===== src/itt_pkg.sv =====
// Shared types and constants for the three-channel interval timer.
`timescale 1ns / 1ps

package itt_pkg;

	localparam int TIMER_COUNT_DEF      = 3;
	localparam int OUT_TOGGLE_LIMIT_DEF = 100;

	typedef enum logic [1:0] {
		KIND_READ   = 2'd0,
		KIND_WRITE  = 2'd1,
		KIND_ELAPSE = 2'd2,
		KIND_BAD    = 2'd3
	} itt_kind_t;

	localparam logic [15:0] PORT_CNT0   = 16'h0040;
	localparam logic [15:0] PORT_CTRL   = 16'h0043;
	localparam logic [15:0] PORT_STATUS = 16'h0061;

	localparam logic [1:0] SEL_READBACK = 2'd3;
	localparam logic [1:0] RW_LATCH     = 2'd0;
	localparam logic [1:0] RW_LSB_MSB   = 2'd3;
	localparam logic [2:0] MODE_TC_INT  = 3'd0;
	localparam logic [2:0] MODE_RATE    = 3'd2;
	localparam logic [2:0] MODE_MAX     = 3'd5;

	// Per-channel operation strobes; at most one is set for a given beat.
	typedef struct packed {
		logic        prog;
		logic        mode2;
		logic        latch;
		logic        data_wr;
		logic        latch_rd;
		logic        elapse;
		logic        out_toggle;
		logic [7:0]  data;
		logic [15:0] clocks;
	} itt_cmd_t;

	typedef struct packed {
		logic       err;
		logic       tc;
		logic       out;
		logic [7:0] rd_byte;
	} itt_rsp_t;

endpackage


===== src/itt_channel.sv =====
// One 16-bit down counter of the interval timer, modes 0 and 2 only.
`timescale 1ns / 1ps

module itt_channel import itt_pkg::*; (
	input  logic     clk,
	input  logic     arst_n,
	input  logic     gate,
	input  itt_cmd_t cmd,
	output itt_rsp_t rsp
);

	logic        mode2_q;
	logic        prog_q;
	logic        high_next_q;
	logic [7:0]  staging_q;
	logic [15:0] reload_q;
	logic [15:0] count_q;
	logic        counting_q;
	logic        out_q;
	logic        rb_full_q;
	logic        rb_high_q;
	logic [15:0] rb_value_q;

	logic [16:0] left;
	logic        expired;
	logic [16:0] remain;
	logic [15:0] load_value;

	// A zero count gets a set 17th bit, so it stands for the longest interval
	assign left       = {(count_q == 16'd0), count_q};
	assign expired    = !(left > {1'b0, cmd.clocks});
	assign remain     = left - {1'b0, cmd.clocks};
	assign load_value = {cmd.data, staging_q};

	always_comb begin
		rsp.err = (cmd.data_wr && (!prog_q ||
				(high_next_q && mode2_q && load_value == 16'd1))) ||
			(cmd.latch && rb_full_q) ||
			(cmd.latch_rd && !rb_full_q);
		rsp.tc  = cmd.elapse && counting_q && expired;
		rsp.out = out_q;
		if (cmd.latch_rd && rb_full_q) begin
			rsp.rd_byte = rb_high_q ? rb_value_q[15:8] : rb_value_q[7:0];
		end else begin
			rsp.rd_byte = 8'd0;
		end
	end

	always_ff @(posedge clk or negedge arst_n) begin
		if (!arst_n) begin
			mode2_q     <= 1'b0;
			prog_q      <= 1'b0;
			high_next_q <= 1'b0;
			staging_q   <= 8'd0;
			reload_q    <= 16'd0;
			count_q     <= 16'd0;
			counting_q  <= 1'b0;
			out_q       <= 1'b0;
			rb_full_q   <= 1'b0;
			rb_high_q   <= 1'b0;
			rb_value_q  <= 16'd0;
		end else if (cmd.prog) begin
			// a running count carries on under the new mode
			mode2_q     <= cmd.mode2;
			prog_q      <= 1'b1;
			staging_q   <= 8'd0;
			high_next_q <= 1'b0;
			out_q       <= cmd.mode2;
		end else if (cmd.latch) begin
			if (!rb_full_q) begin
				rb_full_q  <= 1'b1;
				rb_value_q <= count_q;
				rb_high_q  <= 1'b0;
			end
		end else if (cmd.data_wr) begin
			if (prog_q) begin
				if (!high_next_q) begin
					staging_q   <= cmd.data;
					high_next_q <= 1'b1;
				end else begin
					high_next_q <= 1'b0;
					reload_q    <= load_value;
					staging_q   <= 8'd0;
					rb_full_q   <= 1'b0;
					rb_high_q   <= 1'b0;
					if (!mode2_q) begin
						count_q    <= load_value;
						counting_q <= 1'b1;
						if (gate) begin
							out_q <= 1'b0;
						end
					end else if (load_value != 16'd1 && gate && !counting_q) begin
						count_q    <= load_value;
						counting_q <= 1'b1;
						out_q      <= 1'b1;
					end
				end
			end
		end else if (cmd.latch_rd) begin
			if (rb_full_q) begin
				if (!rb_high_q) begin
					rb_high_q <= 1'b1;
				end else begin
					rb_full_q <= 1'b0;
					rb_high_q <= 1'b0;
				end
			end
		end else if (cmd.elapse) begin
			if (counting_q) begin
				if (!expired) begin
					count_q <= remain[15:0];
				end else if (!mode2_q) begin
					count_q    <= 16'd0;
					counting_q <= 1'b0;
					out_q      <= 1'b1;
				end else begin
					count_q <= reload_q;
				end
			end
		end else if (cmd.out_toggle) begin
			out_q <= ~out_q;
		end
	end

endmodule


===== src/interval_timer_three_channel.sv =====
// Top level of the three-channel interval timer: bus decode, status port, beat flow.
`timescale 1ns / 1ps
// A beat is captured in the input register, then decoded and applied to the counters
//   into the result register; an output stall can hold it in the input register.
// Throughput: one beat per cycle; once both registers hold a beat, an output stall
//   stalls the input in the same cycle and holds it for as long as the stall lasts.
// Reset: arst_n clears all counter, latch, gate and status state at once; timers
//   0 and 1 have GATE tied high, timer 2 gate resets low.

module interval_timer_three_channel import itt_pkg::*; #(
	parameter int TIMER_COUNT      = TIMER_COUNT_DEF,
	parameter int OUT_TOGGLE_LIMIT = OUT_TOGGLE_LIMIT_DEF
) (
	input  logic        clk,
	input  logic        arst_n,
	input  logic        in_valid,
	output logic        in_stall,
	input  logic [1:0]  kind,
	input  logic [15:0] port,
	input  logic [7:0]  write_data,
	input  logic [15:0] elapsed_clocks,
	output logic        out_valid,
	input  logic        out_stall,
	output logic [7:0]  read_data,
	output logic        irq0_raise,
	output logic        access_error
);

	localparam int              CW      = $clog2(OUT_TOGGLE_LIMIT + 1);
	localparam logic [CW-1:0]   LIMIT_C = CW'(OUT_TOGGLE_LIMIT);
	localparam logic [1:0]      TC_C    = 2'(TIMER_COUNT);

	// Input stage
	logic        valid_s1;
	itt_kind_t   kind_s1;
	logic [15:0] port_s1;
	logic [7:0]  wd_s1;
	logic [15:0] clocks_s1;

	// Result register
	logic        out_valid_q;
	logic [7:0]  read_data_q;
	logic        irq_q;
	logic        err_q;

	// Shared status state
	logic          refresh_q;
	logic          speaker_q;
	logic          gate2_q;
	logic [CW-1:0] stat_cnt_q;

	logic out_free;
	logic go;

	itt_cmd_t cmd [TIMER_COUNT];
	itt_rsp_t rsp [TIMER_COUNT];

	logic       out2;
	logic       out2_toggle;
	logic       ch_err;
	logic [7:0] ch_rd;

	logic [1:0] sel;
	logic [1:0] rw;
	logic [2:0] mode;
	logic       ctrl_bad;
	logic       ctrl_latch;
	logic       ctrl_prog;
	logic       data_hit;
	logic       stat_rd;
	logic       stat_wrap;

	logic       err_d;
	logic [7:0] rd_d;
	logic       irq_d;

	// Advance a beat whenever the result register is empty or being drained
	assign out_free = !out_valid_q || !out_stall;
	assign go       = valid_s1 && out_free;
	assign in_stall = valid_s1 && !out_free;

	always_ff @(posedge clk or negedge arst_n) begin
		if (!arst_n) begin
			valid_s1  <= 1'b0;
			kind_s1   <= KIND_READ;
			port_s1   <= 16'd0;
			wd_s1     <= 8'd0;
			clocks_s1 <= 16'd0;
		end else if (!in_stall) begin
			valid_s1 <= in_valid;
			if (in_valid) begin
				kind_s1   <= itt_kind_t'(kind);
				port_s1   <= port;
				wd_s1     <= write_data;
				clocks_s1 <= elapsed_clocks;
			end
		end
	end

	// Control word fields
	assign sel  = wd_s1[7:6];
	assign rw   = wd_s1[5:4];
	assign mode = wd_s1[3:1];
	assign ctrl_bad = (sel == SEL_READBACK) || !(sel < TC_C) ||
		(mode > MODE_MAX) || wd_s1[0];
	assign ctrl_latch = !ctrl_bad && (rw == RW_LATCH);
	assign ctrl_prog  = !ctrl_bad && (rw == RW_LSB_MSB) &&
		(mode == MODE_TC_INT || mode == MODE_RATE);

	// Counter data ports sit at the base address plus the timer number
	assign data_hit = (port_s1[15:2] == PORT_CNT0[15:2]) && (port_s1[1:0] < TC_C);

	assign stat_rd     = kind_s1 == KIND_READ && port_s1 == PORT_STATUS;
	assign stat_wrap   = stat_cnt_q >= LIMIT_C;
	assign out2_toggle = go && stat_rd && stat_wrap;

	// Fan the beat out to the channels; strobes only fire when the beat advances
	always_comb begin
		for (int t = 0; t < TIMER_COUNT; t++) begin
			cmd[t].prog       = go && kind_s1 == KIND_WRITE && port_s1 == PORT_CTRL &&
				ctrl_prog && sel == 2'(t);
			cmd[t].mode2      = mode == MODE_RATE;
			cmd[t].latch      = go && kind_s1 == KIND_WRITE && port_s1 == PORT_CTRL &&
				ctrl_latch && sel == 2'(t);
			cmd[t].data_wr    = go && kind_s1 == KIND_WRITE && data_hit &&
				port_s1[1:0] == 2'(t);
			cmd[t].latch_rd   = go && t == 0 && kind_s1 == KIND_READ &&
				port_s1 == PORT_CNT0;
			cmd[t].elapse     = go && kind_s1 == KIND_ELAPSE;
			cmd[t].out_toggle = t == 2 && out2_toggle;
			cmd[t].data       = wd_s1;
			cmd[t].clocks     = clocks_s1;
		end
	end

	for (genvar t = 0; t < TIMER_COUNT; t++) begin : g_chan
		logic gate_t;
		if (t == 2) begin : g_gate2
			assign gate_t = gate2_q;
		end else begin : g_gate_hi
			assign gate_t = 1'b1;
		end
		itt_channel u_chan (
			.clk    (clk),
			.arst_n (arst_n),
			.gate   (gate_t),
			.cmd    (cmd[t]),
			.rsp    (rsp[t])
		);
	end

	// Timer 2 OUT: from the counter when present, a bare status bit otherwise
	if (TIMER_COUNT > 2) begin : g_out2_chan
		assign out2 = rsp[2].out;
	end else begin : g_out2_bit
		logic out2_q;
		always_ff @(posedge clk or negedge arst_n) begin
			if (!arst_n) begin
				out2_q <= 1'b0;
			end else if (out2_toggle) begin
				out2_q <= ~out2_q;
			end
		end
		assign out2 = out2_q;
	end

	always_comb begin
		ch_err = 1'b0;
		ch_rd  = 8'd0;
		for (int t = 0; t < TIMER_COUNT; t++) begin
			ch_err = ch_err | rsp[t].err;
			ch_rd  = ch_rd | rsp[t].rd_byte;
		end
	end

	// Result of the beat; channel errors only assert for the operation they were given
	always_comb begin
		err_d = 1'b0;
		rd_d  = 8'd0;
		irq_d = 1'b0;
		case (kind_s1)
			KIND_READ: begin
				if (port_s1 == PORT_CNT0) begin
					err_d = ch_err;
					rd_d  = ch_rd;
				end else if (port_s1 == PORT_STATUS) begin
					rd_d = {2'b00, out2 ^ stat_wrap, ~refresh_q, 2'b00, speaker_q, gate2_q};
				end else begin
					err_d = 1'b1;
				end
			end
			KIND_WRITE: begin
				if (data_hit) begin
					err_d = ch_err;
				end else if (port_s1 == PORT_CTRL) begin
					err_d = ctrl_latch ? ch_err : !ctrl_prog;
				end else if (port_s1 == PORT_STATUS) begin
					err_d = wd_s1[0] != gate2_q;
				end else begin
					err_d = 1'b1;
				end
			end
			KIND_ELAPSE: begin
				irq_d = rsp[0].tc;
			end
			default: begin
				err_d = 1'b1;
			end
		endcase
	end

	// Status port state: refresh toggle, speaker enable, timer 2 gate, read count
	always_ff @(posedge clk or negedge arst_n) begin
		if (!arst_n) begin
			refresh_q  <= 1'b0;
			speaker_q  <= 1'b0;
			gate2_q    <= 1'b0;
			stat_cnt_q <= '0;
		end else if (go) begin
			if (stat_rd) begin
				refresh_q  <= ~refresh_q;
				stat_cnt_q <= stat_wrap ? '0 : stat_cnt_q + 1'b1;
			end else if (kind_s1 == KIND_WRITE && port_s1 == PORT_STATUS) begin
				speaker_q <= wd_s1[1];
				gate2_q   <= wd_s1[0];
			end
		end
	end

	// Result register: hold while stalled, load on every advancing beat
	always_ff @(posedge clk or negedge arst_n) begin
		if (!arst_n) begin
			out_valid_q <= 1'b0;
			read_data_q <= 8'd0;
			irq_q       <= 1'b0;
			err_q       <= 1'b0;
		end else if (out_free) begin
			out_valid_q <= go;
			if (go) begin
				read_data_q <= rd_d;
				irq_q       <= irq_d;
				err_q       <= err_d;
			end
		end
	end

	assign out_valid    = out_valid_q;
	assign read_data    = read_data_q;
	assign irq0_raise   = irq_q;
	assign access_error = err_q;

`ifndef SYNTHESIS
	a_irq_no_err: assert property (@(posedge clk) disable iff (!arst_n)
		out_valid_q |-> !(irq_q && err_q))
		else $error("irq0 raised together with an access error");

	a_err_no_data: assert property (@(posedge clk) disable iff (!arst_n)
		(out_valid_q && err_q) |-> (read_data_q == 8'd0))
		else $error("failed access returned data");

	a_go_fills: assert property (@(posedge clk) disable iff (!arst_n)
		go |=> out_valid_q)
		else $error("advanced beat did not reach the result register");

	a_stall_needs_beat: assert property (@(posedge clk) disable iff (!arst_n)
		in_stall |-> (valid_s1 && out_valid_q && out_stall))
		else $error("input stalled without a blocked beat");

	a_stat_cnt_range: assert property (@(posedge clk) disable iff (!arst_n)
		stat_cnt_q <= LIMIT_C)
		else $error("status read count beyond limit");
`endif

endmodule

===== config.mk =====
export PLATFORM = sky130hd
export DESIGN_NAME = interval_timer_three_channel
export DESIGN_NICKNAME = d
export VERILOG_FILES = /design/src/itt_pkg.sv /design/src/itt_channel.sv /design/src/interval_timer_three_channel.sv
export SDC_FILE = /design/constraint.sdc
export NUM_CORES = 1
export LEC_CHECK = 0
export BUFFER_PORTS_ARGS = -buffer_cell sky130_fd_sc_hd__clkbuf_2
export CAP_MARGIN = 30
export CORE_MARGIN = 1.5
export CORE_UTILIZATION = 45
export CTS_CLUSTER_SIZE = 25
export DETAILED_ROUTE_END_ITERATION = 16
export HOLD_SLACK_MARGIN = 0.03
export MAX_ROUTING_LAYER = met4
export PLACE_DENSITY = 0.73
export REMOVE_ABC_BUFFERS = 1
export SYNTH_ARGS = -nofsm -noshare
export SYNTH_HDL_FRONTEND = slang
export SYNTH_SLANG_ARGS = --single-unit

===== constraint.sdc =====
create_clock -name clk -period 4.9 [get_ports clk]
set_input_delay 0 -clock clk [delete_from_list [all_inputs] [get_ports clk]]
set_output_delay 0 -clock clk [all_outputs]
set_load 0.005 [all_outputs]

==> qor.yml <==
outcome:
  status: "finished with violations"
  failed_checks: "DRC"
global_routing:
  grt_pass1_vias: 7789
  grt_max_degree: 93
  grt_antenna_before_repair: 0
  grt_usage_pct: 23.3
  grt_pass1_wl_um: 41600
  grt_overflow: 0
setup_path:
  crit_path_end_kind: "flip-flop"
  cp-start-kind: "flip-flop"
  critPathMaxFanout: 25
  cp.arrival_ns: 3.61
  r2r_start: "out_valid"
  path_class: "reg -> reg"
  crit_required_ns: 5.22
  r2r_end: "g_chan[2].u_chan.count_q[11]"
  reg2reg_setup_slack_ns: 1.61
  reg2regPathDepth: 8
timing:
  setup_tns_ns: 0
  rsz0062_at_grt: "false"
  fmax_mhz: 304
  setup_ws_ns: 1.61
  slew_headroom_pct: 40.2
  worst-slew-pin-transition_ns: 0.894
  fin_crit_ns: 3.29
  fin_crit_sh_pct: 67.1
  setup_violations: 0
  fin_skew_ns: 0.0131
  maxSlewViolCount: 0
  hold_viol_final: 0
routing:
  drc_errors: 2
  wl_per_cell_um: 18.7
  ant_nets: 0
  vias: 8025
  drt_iter0_markers: 681
  drt_wl_total_um: 25700
  drtPass1Iterations: 14
  via_per_inst: 5.84
final_layout:
  drive_above_1_share_pct: 21.2
  syn_to_final_growth_pct: 15.7
  utilization_pct: 53.3
  nets: 1162
  n_antenna_cell: 0
  design_area_um2: 11700
place:
  gp_congestion: 0.956
  dpl-instance-area_um2: 10700
  dpl.hpwl_um: 18600
  dpl_worst_slack_ns: 1.71
  io_buffers: 57
floorplanning:
  chipWidth_um: 153
  start_util_pct: 46.1
  die_h_um: 153
  core_area_um2: 22000
  die_area_um2: 23400
  rows: 54
  io-pin-count: 58
clock_tree:
  clock-sinks: 184
  cts_buffer_depth: 2
  root_buffer: "clkbuf_16"
  holdBufCountCts: 46
  postCtsSetupBuffers: 0
  cts_made_buffers: 17
  clkSlewWorstSetupHoldPaths_ns: 0.07
  cts_resized: 0
  clk_latency_ns: 0.44
  htreeDepth: 4
  cts_tree: "yes"
synthesis:
  synth_edf_count: 0
  synth_flop_cell: "dfrtp_1"
  ys_types: 71
  async_flop_share_pct: 100
  yosys_warnings: 0
  seq_area_frac_synth_pct: 45.5
  synthCells: 990
  syn_avg_cell_area_um2: 10.2
  ys_seq_elements: 184
  syn_area_um2: 10100
power:
  clockPowerShare_pct: 31.3
  power.share.switching_pct: 33.5
  seq_power_share_pct: 41.1
  ir_worst_vdd_uv: 208
  p_int_mw: 2.87
  p_sw_mw: 1.45
  pwr_density_cell_nw_per_um2: 369
  p_leak_nw: 5.30
  p_comb_share_pct: 27.6
  power_mw: 4.32
job:
  maxCapViolCount: 0
min_path:
  hold_class: "in -> async"
==> state kept, by name (all words and copies together), names as in the netlist, 7 cells and up <==
signal,cells
g_chan.u_chan.rb_value_q,16
stat_cnt_q,7
g_chan.u_chan.reload_q,32
wd_s1,8
g_chan.u_chan.count_q,32
read_data,8
clocks_s1,16
g_chan.u_chan.staging_q,24
port_s1,16
==> layer usage <==
layer / routed length [um] / global-route usage [%] / vias to the layer above
met5: 0 / - / -
met4: 893 / 9.94 / 0
met3: 1540 / 3.40 / 64
met2: 11600 / 34.9 / 273
met1: 11700 / 31.7 / 3929
li1: - / - / 3759
==> placed cells by master, fill, tap and decap left out, drive strengths merged, types with 23 or more instances in the layout <==
master / instances
a21oi: 58
a22o: 24
clkbuf: 75
dfrtp: 184
dlygate4sd3: 46
ha: 34
inv: 39
mux2: 104
nand2: 93
nand3: 24
nor2: 79
nor4: 23
o21ai: 54
==> final cells by class <==
| cell class | count | area (um2) |
|---|---|---|
| Clock inverter | 14 | 145 |
| Inverter | 36 | 135 |
| Tap cell | 280 | 350 |
| Multi-Input combinational cell | 727 | 5190 |
| Timing Repair Buffer | 114 | 850 |
| Sequential cell | 184 | 4600 |
| Fill cell | 1940 | 10300 |
| Clock buffer | 18 | 429 |
==> logic make-up (layout without fill, tap and decap cells) <==
logic type      count (synthesis)  in the layout  share of synthesized area, %
compound gates                229            229                          15.4
simple gates                  316            316                          15.8
mux                           118            118                          13.0
fa+ha+maj                      36             36                          4.60
buf+inv                        79            182                          3.34
xor+xnor                       28             28                          2.42
flops                         184            184                          45.5
==> how the worst max path moves through the flow <==
stage	end	depth (start not counted)	start
after floorplan	g_chan[2].u_chan.count_q[11]	8	out_valid
after global placement	g_chan[2].u_chan.count_q[11]	8	out_valid
after detailed placement	g_chan[2].u_chan.count_q[11]	8	out_valid
after CTS	g_chan[2].u_chan.count_q[11]	8	out_valid
after global routing	g_chan[0].u_chan.count_q[15]	11	clocks_s1[5]
final	g_chan[2].u_chan.count_q[11]	8	out_valid
==> metrics by stage <==
step,hold WS (ns),instances
final,0.213,1373
after global routing,0.274,1373
after CTS,0.227,1373
after detailed placement,0.130,1295
after global placement,0.136,1294
after floorplan,-0.296,947
==> critical path: stages (launching register included) <==
cell and delay (ns):
dfrtp_1 0.41, a21bo_2 0.32, or3b_1 0.63, nor3_1 0.44
nand2_1 0.24, o211ai_4 0.62, mux2i_1 0.27, a21oi_1 0.06
o31a_1 0.14
==> cell usage after synthesis, drive strengths merged, types with 2 or more instances <==
library cell	n	share of area, %
a22oi	2	0.15
xor2	13	1.1
a211oi	7	0.52
and2	8	0.49
o21a	7	0.52
or3	5	0.31
a21boi	4	0.30
a22o	24	2.1
nor3b	3	0.22
xnor2	15	1.3
o2111ai	3	0.26
o21bai	3	0.22
o22ai	8	0.49
nor4b	3	0.26
nor2	79	3.1
nand2	93	3.5
nand4	14	0.87
ha	34	4.2
buf	18	1.1
a21oi	58	3.0
or2	6	0.37
a21bo	2	0.20
dfrtp	184	46
clkbuf	25	0.93
mux2i	14	1.4
mux2	104	12
fa	2	0.40
o31ai	7	0.52
a31oi	8	0.49
nand2b	16	0.99
a31o	2	0.17
nor3	14	0.74
a21o	12	0.89
nor4	23	1.8
inv	36	1.3
nand3b	3	0.22
nor2b	10	0.62
and3	10	0.62
o21ai	54	2.7
a221oi	9	1.2
o31a	5	0.43
o211ai	8	0.73
nand3	24	1.2
==> power groups by stage <==
stage | combinational [mW] | clock (mW) | sequential [mW]
after floorplan | 0.836 | 0 | 1.74
after global placement | 1.12 | 0 | 1.80
after detailed placement | 1.14 | 0 | 1.80
after CTS | 1.18 | 1.37 | 1.77
after global routing | 1.31 | 1.43 | 1.79
final | 1.19 | 1.35 | 1.78
Power figures use the tool's default switching activity.
